<file path="src/design/fctt_pkg.sv">
// shared types and constants of the foot contact timing tracker
package fctt_pkg;
  localparam int ENVS_DEF = 16;
  localparam int FEET_DEF = 4;

  localparam logic [2:0] KIND_TICK      = 3'd0;
  localparam logic [2:0] KIND_STEP      = 3'd1;
  localparam logic [2:0] KIND_FORCE     = 3'd2;
  localparam logic [2:0] KIND_CONTACT   = 3'd3;
  localparam logic [2:0] KIND_CLR_STEP  = 3'd4;
  localparam logic [2:0] KIND_CLR_RESET = 3'd5;

  localparam logic CFG_SIM_DT  = 1'b0;
  localparam logic CFG_CTRL_DT = 1'b1;

  localparam logic [19:0] SIM_DT_RST  = 20'd1000;
  localparam logic [19:0] CTRL_DT_RST = 20'd20000;

  typedef struct packed {
    logic               flag;
    logic        [31:0] ct;
    logic        [31:0] at;
    logic signed [31:0] peak;
    logic               td;
    logic        [31:0] tdf;
    logic signed [31:0] fx;
    logic signed [31:0] fy;
    logic signed [31:0] fz;
  } fctt_ent_t;

  typedef struct packed {
    logic        done;
    logic [31:0] root;
  } fctt_mag_rsp_t;
endpackage

</file>
<file path="src/design/fctt_mag.sv">
// force magnitude unit: shared squarer then bit-pair square root
module fctt_mag import fctt_pkg::*; (
  input  logic                clk,
  input  logic                rst_n,
  input  logic                start,
  input  logic signed [31:0]  fx,
  input  logic signed [31:0]  fy,
  input  logic signed [31:0]  fz,
  output fctt_mag_rsp_t       rsp
);
  localparam logic [1:0] M_IDLE = 2'd0;
  localparam logic [1:0] M_SQ   = 2'd1;
  localparam logic [1:0] M_ACC  = 2'd2;
  localparam logic [1:0] M_RT   = 2'd3;

  logic [1:0]  state_r, state_nxt;
  logic [1:0]  cnt_r, cnt_nxt;
  logic [63:0] prod_r, prod_nxt;
  logic [63:0] acc_r, acc_nxt;
  logic [63:0] res_r, res_nxt;
  logic [63:0] bit_r, bit_nxt;
  logic        done_r, done_nxt;
  logic signed [31:0] opnd;
  logic [31:0] mag;
  logic [63:0] trial;

  always_comb begin
    unique case (cnt_r)
      2'd0:    opnd = fx;
      2'd1:    opnd = fy;
      default: opnd = fz;
    endcase
    mag = opnd[31] ? 32'(-opnd) : 32'(opnd);
    trial = res_r + bit_r;
  end

  always_comb begin
    state_nxt = state_r;
    cnt_nxt   = cnt_r;
    prod_nxt  = prod_r;
    acc_nxt   = acc_r;
    res_nxt   = res_r;
    bit_nxt   = bit_r;
    done_nxt  = 1'b0;
    unique case (state_r)
      M_IDLE: begin
        if (start) begin
          state_nxt = M_SQ;
          cnt_nxt   = 2'd0;
          acc_nxt   = '0;
          prod_nxt  = '0;
        end
      end
      M_SQ: begin
        prod_nxt = {32'd0, mag} * {32'd0, mag};
        acc_nxt  = acc_r + prod_r;
        cnt_nxt  = cnt_r + 2'd1;
        if (cnt_r == 2'd2) state_nxt = M_ACC;
      end
      M_ACC: begin
        acc_nxt   = acc_r + prod_r;
        res_nxt   = '0;
        bit_nxt   = 64'd1 << 62;
        state_nxt = M_RT;
      end
      default: begin
        if (acc_r >= trial) begin
          acc_nxt = acc_r - trial;
          res_nxt = (res_r >> 1) + bit_r;
        end else begin
          res_nxt = res_r >> 1;
        end
        bit_nxt = bit_r >> 2;
        if (bit_r == 64'd1) begin
          done_nxt  = 1'b1;
          state_nxt = M_IDLE;
        end
      end
    endcase
  end

  always_ff @(posedge clk) begin
    if (!rst_n) begin
      state_r <= M_IDLE;
      done_r  <= 1'b0;
    end else begin
      state_r <= state_nxt;
      done_r  <= done_nxt;
    end
    cnt_r  <= cnt_nxt;
    prod_r <= prod_nxt;
    acc_r  <= acc_nxt;
    res_r  <= res_nxt;
    bit_r  <= bit_nxt;
  end

  assign rsp.done = done_r;
  assign rsp.root = res_r[31:0];
endmodule

</file>
<file path="config.mk">
export PLATFORM = sky130hd
export DESIGN_NAME = fctt_mag
export DESIGN_NICKNAME = d
export VERILOG_FILES = /design/src/design/fctt_pkg.sv /design/src/design/fctt_mag.sv
export SDC_FILE = /design/constraint.sdc
export NUM_CORES = 2
export LEC_CHECK = 0
export ABC_CLOCK_PERIOD_IN_PS = 10800
export BUFFER_PORTS_ARGS = -buffer_cell sky130_fd_sc_hd__buf_4
export CAP_MARGIN = 20
export CORE_ASPECT_RATIO = 1.4
export CORE_MARGIN = 2
export CORE_UTILIZATION = 60
export CTS_CLUSTER_SIZE = 30
export DETAILED_ROUTE_END_ITERATION = 10
export GPL_ROUTABILITY_DRIVEN = 1
export PLACE_DENSITY = 0.87
export SYNTH_ARGS = -nofsm -noshare
export SYNTH_HDL_FRONTEND = slang
export SYNTH_SLANG_ARGS = --single-unit
</file>
<file path="constraint.sdc">
create_clock -name clk -period 10.8 [get_ports clk]
set_input_delay 2.16 -clock clk [delete_from_list [all_inputs] [get_ports clk]]
set_output_delay 2.16 -clock clk [all_outputs]
set_load 0.05 [all_outputs]
</file>
Word level (Yosys, flattened, before mapping)

Cells that the tools add are included.

Register bits after elaboration: 261
Output and inout port bits: 33
Logic and storage cells: 50

Add/sub/neg operators: 6
Multipliers: 1
Magnitude comparators: 1
Eq/ne operators: 7
Muxes and demuxes: 16
Bitwise gates (word level): 1
Reduce and logical (&&, ||, !) cells: 11

Operators by type and width:

| kind                | number |
|---|---|
| $pmux 64 s2         | 4 |
| $mux 64             | 3 |
| $add 64x64->64      | 2 |
| $add 63x64->64      | 1 |
| $eq 64x1->1 const B | 1 |
| $ge 64x64->1        | 1 |
| $mul 32x32->64      | 1 |
| $pmux 32 s2         | 1 |
| $sub 64x64->64      | 1 |
| $mux 32             | 1 |
| $neg 32->32         | 1 |
| $mux 2              | 4 |
| $pmux 2 s3          | 1 |
| $eq 2x1->1 const B  | 2 |
| $eq 2x2->1 const B  | 2 |
| $logic_not 2->1     | 2 |
| $ne 2x2->1 const B  | 2 |
| $pmux 2 s2          | 1 |
| $reduce_and 2->1    | 2 |
| $reduce_bool 4->1   | 1 |
| $reduce_or 2->1     | 2 |
| $reduce_or 4->1     | 1 |
| $reduce_and 3->1    | 1 |
| $reduce_bool 3->1   | 1 |
| 4 further kinds     | 4 |

Longest topological paths before layout

Word-level depth: 6
Mapped depth: 45
Mapped depth without buffers: 41

Worst setup path after synthesis

No wires, ideal clock.

Kind: input to register
From: input fx[0]
To: register prod_r[57], data pin
Library setup time: 255 ps
Data arrival time: 11,162 ps
Data required time: 10,545 ps
Setup slack: -616 ps
Cell stages on the path: 38
Buffers on the path: 4
Cells stage by stage: a22o_1 -> a21o_1 -> inv_2 -> clkbuf_1 -> clkbuf_1 -> ha_1 -> nand3_2 -> nor3_4 -> nand2_1 -> o21ai_1 -> xnor2_1 -> clkinv_1 -> buf_2 -> nand2_1 -> fa_1 -> fa_1 -> inv_1 -> fa_1 -> [2 not listed] -> inv_1 -> fa_1 -> fa_1 -> fa_1 -> inv_1 -> fa_1 -> inv_1 -> ha_1 -> clkbuf_1 -> nand4_1 -> or3_1 -> a21oi_1 -> nor3b_2 -> o41ai_1 -> a21o_1 -> a41oi_1 -> xnor2_1 -> and2_1

Longest elaborated chain between the ends: 5

Ends and longest elaborated chain:

| what                 | RTL line       | text |
|---|---|---|
| start, declared      | fctt_mag.sv:6  | `input logic signed [31:0] fx,` |
| $pmux 32 s2 *        | fctt_mag.sv:28 | `unique case (cnt_r)` |
| $neg 32->32          | fctt_mag.sv:33 | `mag = opnd[31] ? 32'(-opnd) : 32'(opnd);` |
| $mux 32 *            | fctt_mag.sv:33 |  |
| $mul 32x32->64 *     | fctt_mag.sv:55 | `prod_nxt = {32'd0, mag} * {32'd0, mag};` |
| $pmux 64 s2 *        | fctt_mag.sv:45 | `unique case (state_r)` |
| end signal, assigned | fctt_mag.sv:91 | `prod_r <= prod_nxt;` |
| end, declared        | fctt_mag.sv:18 | `logic [63:0] prod_r, prod_nxt;` |

Every way passes the cells marked *; elsewhere a longest branch is shown, timed or not.
A chain may end at the register's enable or synchronous reset.

Final worst setup path

From: input fx[2]
To: register prod_r[60], data pin

Same word-level chain as after synthesis.

==> results <==
- Grouping stages by cell kind, the critical path spends the most delay in adder cells.
- The cell count after synthesis came out at 5648.
- The number of buffers added by the clock tree synthesis step is 22.
- The transition time of the tightest slew-check pin is 0.980 ns.
- The simple-gate share of the synthesized area is 12.9%.
- The maximum frequency from static timing analysis is 93.6 MHz.
- Counting tap cells, the placed design contains a total of just over 7k instances.
- Summing the areas of all xor and xnor instances in the mapped netlist gives 6.15% of the synthesized area.
- After the flow finishes, the layout carries non-filler instances totaling 7276.
- Global routing used 34.6% of the available tracks across all layers.
- The worst pin sits at a relative slew slack of 34.7%.
- Setup repair after global routing could not meet its margin everywhere.
- For this block, the routed nets add up to between 150000 and 200000 µm of wire.
- By area the synthesized netlist is led by fa_1 32%, edfxtp_1 13%, ha_1 12%, inv_1 7.7%, nand2_1 3.5%.
- The worst path required time is roughly 11 ns.
- The cell chosen for the clock root is clkbuf_16.
- The number of antenna violations at the first check in global routing is 0.
- Between clock sinks in the finished design, the worst skew comes to 0.0181 ns.
- The number of flops mapped to enable cells by yosys is 225.
- The number of I/O port buffers is 131.
- The detail route stage leaves a number of antenna-violating nets equal to 0.
- The mean routed wirelength per cell is between 20 and 25 µm.
- Clock latency on the worst-skew pair, taken at its later pin, is between 0.5 and 0.6 ns.
- After synthesis, the largest family of logic cells by area is adder cells.
- The die covers between 80000 and 90000 µm².
- The share of the synthesized area in compound gates (AO/OA/AOI/OAI) is 13.8%.
- Dividing the detail-routed via count by the number of cells gives 5.91.
- The number of failing hold endpoints at the final stage is 0.
- The most used flip-flop cell after synthesis is edfxtp_1.
- The critical path endpoint category is a flip-flop.
- The cell at the slowest stage of the critical path is fa_1.
- The die span in y is approximately 350 µm.
- After clock tree synthesis, the clock-pin slew on the worst setup and hold paths is 0.07 ns.
- The area taken by flip-flops and latches is 6820 µm².
- The average cell area after synthesis is around 9.0 µm².
- The cts-stage hold buffer count is 0.
- The area of the mapped netlist is 50700 µm².
- The number of maximum-capacitance constraint violations is 0.
- Leaving out fill and tap cells, the most frequent cell in the layout is inv_1.
- TritonCTS built the clock tree.
- The peak per-stage delay on the critical path is 0.57 ns.
- No sink is reached through more buffers than the 3 on the longest clock path.
- At the worst endpoint, the arrival time is 10.99 ns.
- Among the stages of the critical path, the cell type that occurs most often is fa_1.
- In this run, the number of DRC markers left after iteration 0 of detailed routing was approximately 2.7k.
- Once the floorplan was initialized, standard cells occupied roughly three fifths of the core.
- The top cell type by area accounts for 31.5% of the synthesized area.
- The critical path is of the input port to flip-flop type.
- In the routed design, unresolved DRC markers number 0.
- Setup violations remaining at the end of the flow were counted as 0.
- The number of sinks driven by the clock tree is 228.
- Summed over all instances, the cell type with the most area after synthesis is fa_1.
- During I/O placement, the number of pins put on the boundary was 132.
- The post-synthesis sequential area ratio is 13.4%.
- In the finished design, the share of the clock period the worst path needs comes to 99.0%.
- The proportion of synthesized area in mux cells is 0.123%.
- Fill cells in the final layout number 6298.
- Routability-driven placement finished with a final weighted congestion of 1.04.
- The routed layout has 43.0k vias.
- The type of origin of the critical path is an input port.
- In this run, synthesis produced a sequential element count of 228.
- The Yosys step of the flow raised 0 warnings.
- The flow ran to the end, and the final reports show no timing, DRC or antenna violations.
- The number of different library cells used by synthesis comes to 105.
- The HPWL after detailed placement is approximately 130000 µm.
- From left edge to right edge, the die measures 250 µm.
- The final max-slew violation count was 0.
- Counting both buffers and inverters, the worst setup path holds a total of 8.
- Summing the areas of all fa, ha and maj instances in the mapped netlist gives 43.4% of the synthesized area.
- Relative to the synthesized area, the layout overhead comes to 14.9%.
- The total overflow left after global routing is 0.
- The number of core rows is 126.
- In this run the number of H-tree levels came out at 1.
- The multi-input combinational cells in the finished layout cover a total of about 40000 µm².
- The placeable core area is between 80000 and 90000 µm².
- The final critical delay including setup and external delays is 10.69 ns.
- In the layout the commonest cells are 1034 x inv_1, 787 x fa_1, 683 x buf_4.
- The maximum fanout encountered on the critical timing path is 6.
- The first global-routing pass estimated 237000 µm of wire.
- The share of layout cells above drive strength 1 is 15.9%.
- After synthesis, the share of flip-flops with an asynchronous set or reset is 0%.
- The number of iterations in the first detailed-routing pass is 5.
- The via count of the first global-routing pass is 47.0k.
- The worst hold-check path type is flip-flop to flip-flop.
- The maximum number of pins on one net before global-route repair is slightly above 80.
- The post-layout net count is 7551.
per-layer routing:
layer / global-route usage (%) / up-vias / share of wire [%]
met1: 36.1 / 20779 / 34
met5: 0 / - / 0
met2: 63.4 / 1977 / 51
met3: 4.41 / 807 / 6.6
met4: 26.0 / 0 / 9.3
li1: - / 19410 / -
area by class of cell:
class / count / share of cell area, %
antenna: 1 / 0.00430
sequential: 228 / 11.7
clock inverter: 17 / 0.434
tap: 1088 / 2.34
multi-input combinational: 4145 / 68.1
inverter: 1062 / 6.87
timing repair buffer: 712 / 9.58
clock buffer: 23 / 0.989
Yosys cell counts (9+ instances only):
cell type  number
a31oi_1        75
xnor2_1       179
and2_1         77
inv_2          17
o22ai_1        49
edfxtp_1      225
nor4_1         16
xor2_1        165
nand3_1        63
ha_1          483
and3_1         29
and4_1         12
o21ai_0       169
o21ai_1        21
a21oi_1       303
nand2_1       469
buf_2          49
inv_1        1037
a41oi_1         9
or3_1          17
clkbuf_1      143
a21o_1        134
nor2_2         10
o21a_1         25
a21boi_0        9
nor2b_1        68
nor2_1        453
a22o_1         34
o21bai_1       57
a31o_2         13
nand2b_1       36
nor3_1         40
fa_1          798
buf_4          37
o31a_1         11
a211oi_1       51
nand4_1        76
o31ai_1        19
worst paths after layout:
path                            startpoint    endpoint  slack, ns  cells after the start
worst max-delay path                 fx[2]  prod_r[60]       0.11                     37
worst min-delay path            state_r[1]  state_r[1]       0.61                      2
worst max register to register    cnt_r[0]  prod_r[60]       0.39                     39
worst min register to register  state_r[1]  state_r[1]       0.61                      2
flip-flops by register name, indices dropped and copies added, names as in the netlist:
register	cells
acc_r	64
done_r	1
state_r	2
cnt_r	2
res_r	64
prod_r	63
bit_r	32
through the flow:
stage | setup TNS (ns) | hold slack (ns) | setup slack (ns) | util [%] | instance area (µm²)
floorplan | 0 | 0.535 | 0.0268 | - | 51000
global placement | -5.36 | 0.577 | -0.484 | 67.3 | 56600
detailed placement | -10.66 | 0.602 | -0.563 | 67.3 | 56600
CTS | 0 | 0.612 | 0.00429 | 68.3 | 57400
global route | -1.19 | 0.625 | -0.207 | 69.3 | 58200
finish | 0 | 0.609 | 0.111 | 69.3 | 58200
worst min-delay path, delay by kind of cell (launching register included):
family	cells	cell delay, ns
flops	1	0.36
mux	1	0.15
simple gates	1	0.06
cells by family (layout without fill, tap and decap cells):
family | count (synthesis) | in the layout
other | 2 | 27
and+or+nand+nor | 1409 | 1409
xor gates and xnor gates | 349 | 349
buffers and inverters | 1299 | 1814
DFF | 228 | 228
AOI/OAI and AO/OA | 1074 | 1074
adders and majority gates | 1281 | 1281
muxes | 6 | 6
what timing repair did:
item	CTS	global route
setup buffers	0	29
resized for setup	1	133
pin swaps	1	48
endpoints found under the hold margin	0	0
setup endpoints to repair	1	30
Power is left out: the tool's default activity adds up to more than one toggle a clock period on the data nets, which glitch-free logic cannot reach.
